### config.mk
export PLATFORM = sky130hd
export DESIGN_NAME = multi_led_pwm_blink_controller_core
export DESIGN_NICKNAME = d
export VERILOG_FILES = /design/src/sv/mlpbc_pkg.sv /design/src/sv/mlpbc_ctrl.sv /design/src/sv/mlpbc_datapath.sv /design/src/sv/multi_led_pwm_blink_controller_core.sv
export SDC_FILE = /design/constraint.sdc
export NUM_CORES = 2
export LEC_CHECK = 0
export BUFFER_PORTS_ARGS = -buffer_cell sky130_fd_sc_hd__buf_2
export CELL_PAD_IN_SITES_DETAIL_PLACEMENT = 1
export CELL_PAD_IN_SITES_GLOBAL_PLACEMENT = 2
export CORE_MARGIN = 4
export CORE_UTILIZATION = 25
export DETAILED_ROUTE_END_ITERATION = 16
export GPL_ROUTABILITY_DRIVEN = 1
export PLACE_DENSITY_LB_ADDON = 0.1
export SYNTH_ARGS = -nofsm -noshare
export SYNTH_HDL_FRONTEND = slang
export SYNTH_HIERARCHICAL = 1
export SYNTH_SLANG_ARGS = --single-unit
### constraint.sdc
create_clock -name clk -period 15.6 [get_ports clk]
set_clock_uncertainty 0.15 [all_clocks]
set_input_delay 3.12 -clock clk [delete_from_list [all_inputs] [get_ports clk]]
set_output_delay 3.12 -clock clk [all_outputs]
set_load 0.03 [all_outputs]
### src/sv/mlpbc_pkg.sv
// shared types, codes and constants of the led pwm blink controller
// used by the controller, the datapath and the top level
`default_nettype none

package mlpbc_pkg;

  localparam logic [6:0]  DUTY_FULL    = 7'd100;
  localparam logic [15:0] TICK_UNITS   = 16'd3125;
  localparam logic [31:0] PERIOD_RESET = 32'd20000;
  // floor(x / 100) == (x * RECIP_100) >> RECIP_SHIFT for any 32 bit x
  localparam logic [31:0] RECIP_100    = 32'h51EB851F;
  localparam int unsigned RECIP_SHIFT  = 37;
  localparam int unsigned STEP_W       = 26;

  typedef enum logic [2:0] {
    ACT_TOGGLE = 3'd0,
    ACT_SET    = 3'd1,
    ACT_DUTY   = 3'd2,
    ACT_BLINK  = 3'd3,
    ACT_TICK   = 3'd4
  } action_t;

  typedef struct packed {
    logic capture;
    logic exec;
    logic mul;
    logic load_out;
  } mlpbc_cmd_t;

  typedef struct packed {
    logic unknown;
    logic err;
    logic no_hit;
    logic more;
  } mlpbc_sts_t;

  // half period in 10 us units for a blink rate of 1 to 16 hz
  function automatic logic [15:0] blink_span_for(input logic [4:0] hz);
    logic [15:0] hp;
    case (hz)
      5'd1:    hp = 16'd50000;
      5'd2:    hp = 16'd25000;
      5'd3:    hp = 16'd16666;
      5'd4:    hp = 16'd12500;
      5'd5:    hp = 16'd10000;
      5'd6:    hp = 16'd8333;
      5'd7:    hp = 16'd7142;
      5'd8:    hp = 16'd6250;
      5'd9:    hp = 16'd5555;
      5'd10:   hp = 16'd5000;
      5'd11:   hp = 16'd4545;
      5'd12:   hp = 16'd4166;
      5'd13:   hp = 16'd3846;
      5'd14:   hp = 16'd3571;
      5'd15:   hp = 16'd3333;
      5'd16:   hp = 16'd3125;
      default: hp = 16'd0;
    endcase
    return hp;
  endfunction

endpackage

`default_nettype wire

### src/sv/mlpbc_ctrl.sv
// controller state machine of the led pwm blink controller
// depends on mlpbc_pkg for the command and status structs
`default_nettype none

module mlpbc_ctrl (
  input  wire logic                  clk,
  input  wire logic                  rst,
  input  wire logic                  in_valid,
  output logic                       in_ready,
  output logic                       out_valid,
  input  wire logic                  out_ready,
  input  wire mlpbc_pkg::mlpbc_sts_t sts,
  output mlpbc_pkg::mlpbc_cmd_t      cmd
);

  typedef enum logic [3:0] {
    S_IDLE = 4'b0001,
    S_EXEC = 4'b0010,
    S_MUL  = 4'b0100,
    S_EMIT = 4'b1000
  } state_t;

  state_t state;
  state_t state_next;
  logic   out_valid_next;
  logic   slot_free;

  assign in_ready  = (state == S_IDLE);
  assign slot_free = !out_valid || out_ready;

  always_comb begin
    state_next     = state;
    out_valid_next = out_valid && !out_ready;
    cmd            = '0;
    unique case (state)
      S_IDLE: begin
        if (in_valid) begin
          cmd.capture = 1'b1;
          state_next  = S_EXEC;
        end
      end
      S_EXEC: begin
        cmd.exec = 1'b1;
        if (sts.unknown || sts.no_hit) begin
          state_next = S_IDLE;
        end else if (sts.err) begin
          state_next = S_EMIT;
        end else begin
          state_next = S_MUL;
        end
      end
      S_MUL: begin
        cmd.mul    = 1'b1;
        state_next = S_EMIT;
      end
      S_EMIT: begin
        if (slot_free) begin
          cmd.load_out   = 1'b1;
          out_valid_next = 1'b1;
          state_next     = sts.more ? S_MUL : S_IDLE;
        end
      end
      default: state_next = S_IDLE;
    endcase
  end

  always_ff @(posedge clk) begin
    if (rst) begin
      state     <= S_IDLE;
      out_valid <= 1'b0;
    end else begin
      state     <= state_next;
      out_valid <= out_valid_next;
    end
  end

endmodule

`default_nettype wire

### src/sv/mlpbc_datapath.sv
// datapath of the led pwm blink controller: led state, pulse math, result register
// depends on mlpbc_pkg for constants, codes and the half period table
`default_nettype none

module mlpbc_datapath #(
  parameter int LED_COUNT    = 4,
  parameter int MAX_BLINK_HZ = 16
) (
  input  wire logic                  clk,
  input  wire logic                  rst,
  input  wire logic                  cfg_valid,
  input  wire logic [31:0]           cfg_data,
  input  wire logic [2:0]            action,
  input  wire logic [2:0]            led_index,
  input  wire logic [7:0]            argument,
  input  wire mlpbc_pkg::mlpbc_cmd_t cmd,
  output mlpbc_pkg::mlpbc_sts_t      sts,
  output logic [2:0]                 channel,
  output logic [31:0]                pulse_width,
  output logic [6:0]                 duty_now,
  output logic                       status,
  output logic                       last_of_run
);

  localparam int IDX_W = (LED_COUNT > 1) ? $clog2(LED_COUNT) : 1;

  logic [31:0]                  period;
  logic [mlpbc_pkg::STEP_W-1:0] step;
  logic [2:0]                   act_q;
  logic [2:0]                   led_q;
  logic [7:0]                   arg_q;
  logic [6:0]                   duty_store [LED_COUNT];
  logic [LED_COUNT-1:0]         blink_mask;
  logic [15:0]                  span_store [LED_COUNT];
  logic [15:0]                  offset_store [LED_COUNT];
  logic [16:0]                  off_sum [LED_COUNT];
  logic [LED_COUNT-1:0]         hit;
  logic [LED_COUNT-1:0]         pending;
  logic [LED_COUNT-1:0]         sel_onehot;
  logic [LED_COUNT-1:0]         pending_left;
  logic [IDX_W-1:0]             sel;
  logic [IDX_W-1:0]             cur_idx;
  logic [31:0]                  prod;
  logic [6:0]                   duty_q;
  logic                         last_q;
  logic                         is_tick;
  logic                         unknown;
  logic                         led_bad;
  logic                         freq_bad;
  logic                         err;
  logic                         apply;

  assign is_tick  = (act_q == mlpbc_pkg::ACT_TICK);
  assign unknown  = (act_q > mlpbc_pkg::ACT_TICK);
  assign led_bad  = ({1'b0, led_q} >= 4'(LED_COUNT));
  assign freq_bad = (arg_q == 8'd0) || (arg_q > 8'(MAX_BLINK_HZ));
  assign err      = !is_tick && !unknown
                    && (led_bad || ((act_q == mlpbc_pkg::ACT_BLINK) && freq_bad));
  assign apply    = cmd.exec && !unknown && !err;

  always_comb begin
    for (int i = 0; i < LED_COUNT; i++) begin
      off_sum[i] = {1'b0, offset_store[i]} + {1'b0, mlpbc_pkg::TICK_UNITS};
      hit[i]     = blink_mask[i] && (off_sum[i] >= {1'b0, span_store[i]});
    end
  end

  // lowest pending led goes first
  always_comb begin
    sel = '0;
    for (int i = LED_COUNT - 1; i >= 0; i--) begin
      if (pending[i]) begin
        sel = IDX_W'(i);
      end
    end
    sel_onehot   = LED_COUNT'(1) << sel;
    pending_left = pending & ~sel_onehot;
  end

  assign sts.unknown = unknown;
  assign sts.err     = err;
  assign sts.no_hit  = is_tick && (hit == '0);
  assign sts.more    = (pending != '0);

  always_ff @(posedge clk) begin
    step <= mlpbc_pkg::STEP_W'((64'(period) * 64'(mlpbc_pkg::RECIP_100))
                              >> mlpbc_pkg::RECIP_SHIFT);
    if (cmd.capture) begin
      act_q <= action;
      led_q <= led_index;
      arg_q <= argument;
    end
  end

  always_ff @(posedge clk) begin
    if (rst) begin
      period     <= mlpbc_pkg::PERIOD_RESET;
      blink_mask <= '0;
      pending    <= '0;
      for (int i = 0; i < LED_COUNT; i++) begin
        duty_store[i] <= '0;
      end
    end else begin
      if (cfg_valid) begin
        period <= cfg_data;
      end
      if (apply) begin
        pending <= is_tick ? hit : (LED_COUNT'(1) << led_q[IDX_W-1:0]);
      end else if (cmd.mul) begin
        pending <= pending_left;
      end
      for (int i = 0; i < LED_COUNT; i++) begin
        if (apply && is_tick) begin
          if (hit[i]) begin
            duty_store[i] <= (duty_store[i] == 7'd0) ? mlpbc_pkg::DUTY_FULL : 7'd0;
          end
        end else if (apply && (led_q == 3'(i))) begin
          case (act_q)
            mlpbc_pkg::ACT_TOGGLE: begin
              duty_store[i] <= (duty_store[i] == 7'd0) ? mlpbc_pkg::DUTY_FULL : 7'd0;
            end
            mlpbc_pkg::ACT_SET: begin
              blink_mask[i] <= 1'b0;
              duty_store[i] <= (arg_q != 8'd0) ? mlpbc_pkg::DUTY_FULL : 7'd0;
            end
            mlpbc_pkg::ACT_DUTY: begin
              blink_mask[i] <= 1'b0;
              duty_store[i] <= (arg_q > {1'b0, mlpbc_pkg::DUTY_FULL})
                               ? mlpbc_pkg::DUTY_FULL : arg_q[6:0];
            end
            mlpbc_pkg::ACT_BLINK: begin
              blink_mask[i] <= 1'b1;
            end
            default: ;
          endcase
        end
      end
    end
  end

  always_ff @(posedge clk) begin
    for (int i = 0; i < LED_COUNT; i++) begin
      if (apply && is_tick) begin
        if (blink_mask[i]) begin
          offset_store[i] <= hit[i] ? 16'd0 : off_sum[i][15:0];
        end
      end else if (apply && (led_q == 3'(i)) && (act_q == mlpbc_pkg::ACT_BLINK)) begin
        span_store[i]   <= mlpbc_pkg::blink_span_for(arg_q[4:0]);
        offset_store[i] <= 16'd0;
      end
    end
  end

  always_ff @(posedge clk) begin
    if (cmd.mul) begin
      cur_idx <= sel;
      duty_q  <= duty_store[sel];
      prod    <= 32'(step) * 32'(mlpbc_pkg::DUTY_FULL - duty_store[sel]);
      last_q  <= (pending_left == '0);
    end
    if (cmd.load_out) begin
      channel     <= err ? led_q : 3'(cur_idx);
      pulse_width <= err ? 32'd0 : prod;
      duty_now    <= err ? 7'd0 : duty_q;
      status      <= err;
      last_of_run <= err || last_q;
    end
  end

endmodule

`default_nettype wire

### src/sv/multi_led_pwm_blink_controller_core.sv
// sequence: a led command is captured, executed, multiplied and emitted; an invalid index or
// rate skips the multiply; a tick multiplies and emits once per toggled led, an idle tick or
// unknown action gives no result; each result also waits while the output register is held
// throughput: one request at a time; the next is taken once the last result is in the
// output register, pulse math is two registered multiplies (reciprocal of 100, duty)
// reset: synchronous; duty 0, no led blinking, period 20000, nothing pending
`default_nettype none

module multi_led_pwm_blink_controller_core #(
  parameter int LED_COUNT    = 4,
  parameter int MAX_BLINK_HZ = 16
) (
  input  wire logic        clk,
  input  wire logic        rst,
  input  wire logic        cfg_valid,
  output logic             cfg_ready,
  input  wire logic [31:0] cfg_data,
  input  wire logic        in_valid,
  output logic             in_ready,
  input  wire logic [2:0]  action,
  input  wire logic [2:0]  led_index,
  input  wire logic [7:0]  argument,
  output logic             out_valid,
  input  wire logic        out_ready,
  output logic [2:0]       channel,
  output logic [31:0]      pulse_width,
  output logic [6:0]       duty_now,
  output logic             status,
  output logic             last_of_run
);

  mlpbc_pkg::mlpbc_cmd_t cmd;
  mlpbc_pkg::mlpbc_sts_t sts;

  assign cfg_ready = 1'b1;

  mlpbc_ctrl u_ctrl (
    .clk       (clk),
    .rst       (rst),
    .in_valid  (in_valid),
    .in_ready  (in_ready),
    .out_valid (out_valid),
    .out_ready (out_ready),
    .sts       (sts),
    .cmd       (cmd)
  );

  mlpbc_datapath #(
    .LED_COUNT    (LED_COUNT),
    .MAX_BLINK_HZ (MAX_BLINK_HZ)
  ) u_datapath (
    .clk         (clk),
    .rst         (rst),
    .cfg_valid   (cfg_valid),
    .cfg_data    (cfg_data),
    .action      (action),
    .led_index   (led_index),
    .argument    (argument),
    .cmd         (cmd),
    .sts         (sts),
    .channel     (channel),
    .pulse_width (pulse_width),
    .duty_now    (duty_now),
    .status      (status),
    .last_of_run (last_of_run)
  );

endmodule

`default_nettype wire

==> flow_metrics.tcl <==
set metrics [dict create \
    outcome "finished, final reports clean" \
    slew_headroom_pct 29.3 \
    reg2reg_slack_ps 6980 \
    setup_violations 0 \
    grt-busiest-layer "met2" \
    initial_core_util_pct 25.2 \
    dp_hpwl_um 106000 \
    ctsResizeCount 0 \
    use_met2_pct 26.4 \
    gp_congestion 0.809 \
    placed_cells 5915 \
    synth_cells 3813 \
    wire_per_inst_um 20.9 \
    yosys.area_share.simple_pct 11.3 \
    min_period_ps 8620 \
    holdCritPathClass "flop to flop" \
    yosysUniqueCellTypes 82 \
    holdPathEnd "u_datapath/offset_store[2][9]" \
    drcViolationCount 0 \
    period_share_pct 55.3 \
    placed_cell_area_mm2 0.0421 \
    dr_total_vias 26200 \
    numCtsBuffers 48 \
    ys_seq_elements 343 \
    syn-mean-instance-area_um2 10.2 \
    worstHoldStart "u_datapath/offset_store[2][9]" \
    synth_area_mm2 0.0390 \
    grt_use_met3_pct 1.45 \
    grt_pass1_vias 29300 \
    arrival_ps 8860 \
    ys_top_cells_by_area "fa_1 27%, edfxtp_1 18%, ha_1 17%" \
    synth_fa_ha_area_share_pct 44.6 \
    detail-route-antenna-nets 0 \
    slew_viol_final 0 \
    ys.flop_type "edfxtp_1" \
    htreeDepth 2 \
    routed_wl_um 126000 \
    rr_worst_depth 26 \
    post_cts_buffers 0 \
    synth_compound_area_share_pct 7.49 \
    drtIter0Drc 907 \
    cap_viol_max_count 0 \
    synth_top_family_by_area "adder cells" \
    synth-edff-count 240 \
    stdcell_count 6005 \
    clockBufferDepth 3 \
    worstPathRequired_ps 15840 \
    cts_tree "built" \
    finalSetupTns_ps 0 \
    synthMuxAreaShare_pct 1.12 \
    worstSetupPathType "flop to flop" \
    fmax_mhz 116 \
    critPathLaunch "u_datapath/pending[1]" \
    ys_seq_area_share_pct 23.8 \
    cts.sinks 343 \
    final-hold-violation-count 0 \
    dieArea_mm2 0.162 \
    worst_r2r_startpoint "u_datapath/pending[1]" \
    die_w_um 403 \
    synth_most_common_cell "inv_1" \
    core_area_mm2 0.155 \
    synth_nets 4933 \
    worstSetupStartpointType "flop" \
    hold-worst-slack_ps 344 \
    synth.largest_area_cell "fa_1" \
    synthArstFlopShare_pct 0 \
    fin_area_mm2 0.0438 \
    hold_buffers 0 \
    endpoint_kind "flop" \
    io_pins 98 \
    clk_latency_ps 650 \
    grt_overflow 0 \
    grt_pass1_wl_um 192000 \
    min_delay_path_depth 2 \
    dieHeight_um 403 \
    drive_gt1_share_pct 6.34 \
    portBuffers 96 \
    clkSlewWorstSetupHoldPaths_ps 60 \
    drt_pass1_iterations 5 \
    final_nets 5041 \
    yosysWarnings 6 \
    vias_per_cell 4.36 \
    num_rows 144 \
    synthXorXnorAreaFrac_pct 2.56 \
    grt_max_degree 50 \
    cts_root_buffer "clkbuf_16" \
    antenna_found_initial 6 \
    worstMarginPinSlew_ps 1030 \
    reg2reg_to "u_datapath/prod[31]" \
    path_max_fanout 29 \
    synth_commonest_cells "875 x inv_1, 535 x ha_1, 534 x fa_1, 240 x edfxtp_1, 188 x and2_1" \
    use_met1_pct 21.7 \
    syn_to_final_growth_pct 12.2 \
    grt_setup_unrepaired "false" \
    grt_usage_pct 15.7 \
    synth.top_cell.area_share_pct 27.4 \
]
[worst max path at each step]
stage / to / slack (ps) / cells after the start
6_report: u_datapath/prod[31] / 6980 / 26
5_1_grt: u_datapath/prod[30] / 6320 / 27
4_1_cts: u_datapath/prod[31] / 6810 / 27
3_5_place_dp: u_datapath/prod[31] / 6870 / 27
3_3_place_gp: u_datapath/prod[31] / 6800 / 27
2_1_floorplan: u_datapath/prod[31] / 8550 / 29
[registers in the layout (all words and copies together) (netlist names), 2 cells and up, named ones only]
register / cells
u_datapath/duty_store: 28
u_ctrl/state: 4
u_datapath/offset_store: 64
u_datapath/duty_q: 7
u_datapath/step: 26
u_datapath/duty_now: 7
u_datapath/arg_q: 8
u_datapath/prod: 32
u_datapath/channel: 3
u_datapath/pending: 4
u_datapath/act_q: 3
u_datapath/blink_mask: 4
u_datapath/period: 32
u_datapath/cur_idx: 2
u_datapath/led_q: 3
u_datapath/span_store: 64
u_datapath/pulse_width: 32
[per-layer routing]
layer / share of wire, % / routed length, um
met1: 48 / 60300
met2: 47 / 59200
met3: 2.3 / 2830
met4: 2.5 / 3190
met5: 0 / 0
[kinds of logic after synthesis]
group           Yosys count
flops                   343
fa+ha+maj              1070
simple gates            849
other cells               1
buf+inv                 946
xor+xnor                113
compound gates          449
mux                      42
[area by class of cell]
cell class | instances | area [um^2]
Antenna cell | 1 | 2.50
Multi-Input combinational cell | 2524 | 26300
Clock inverter | 36 | 453
Inverter | 875 | 3280
Tap cell | 2044 | 2560
Sequential cell | 343 | 9270
Clock buffer | 53 | 1230
Timing Repair Buffer | 129 | 731
Fill cell | 17600 | 111000
[critical path: stages (launching register included)]
cell	delay (ps)
dfxtp_1	850
nor2b_1	650
mux2i_1	230
a221oi_4	250
buf_4	380
inv_1	80
ha_1	290
nor2b_1	210
nor2_1	130
xnor2_4	140
buf_4	320
and2_1	190
fa_1	440
fa_1	510
fa_1	510
inv_1	50
fa_1	470
inv_1	40
ha_1	340
a2111oi_0	650
o211ai_1	300
and3_1	270
o21ai_0	200
o21ai_0	140
a21oi_1	240
o21ai_0	150
xnor2_1	140
[cell usage in the layout (no fill, tap or decap), drive strengths merged, types with 44 or more instances in the layout]
cell type    n
xnor2       70
buf        128
ha         535
a21oi      125
dfxtp      103
o21ai       98
clkbuf      53
and2       188
edfxtp     240
a21o        50
nor2b       55
inv        877
nor2       179
nand2      175
nand3       45
nor3        44
fa         534
[stage by stage]
| stage | utilization [%] | setup WS [ps] |
|---|---|---|
| 6_report | 28.3 | 6980 |
| 5_1_grt | 28.3 | 6320 |
| 4_1_cts | 28.3 | 6810 |
| 3_5_place_dp | 27.2 | 6870 |
| 3_3_place_gp | 27.2 | 6800 |
| 2_1_floorplan | - | 8550 |
Power is not shown: default switching activity piles up to over one toggle a cycle in this logic, so the estimate is an artifact.
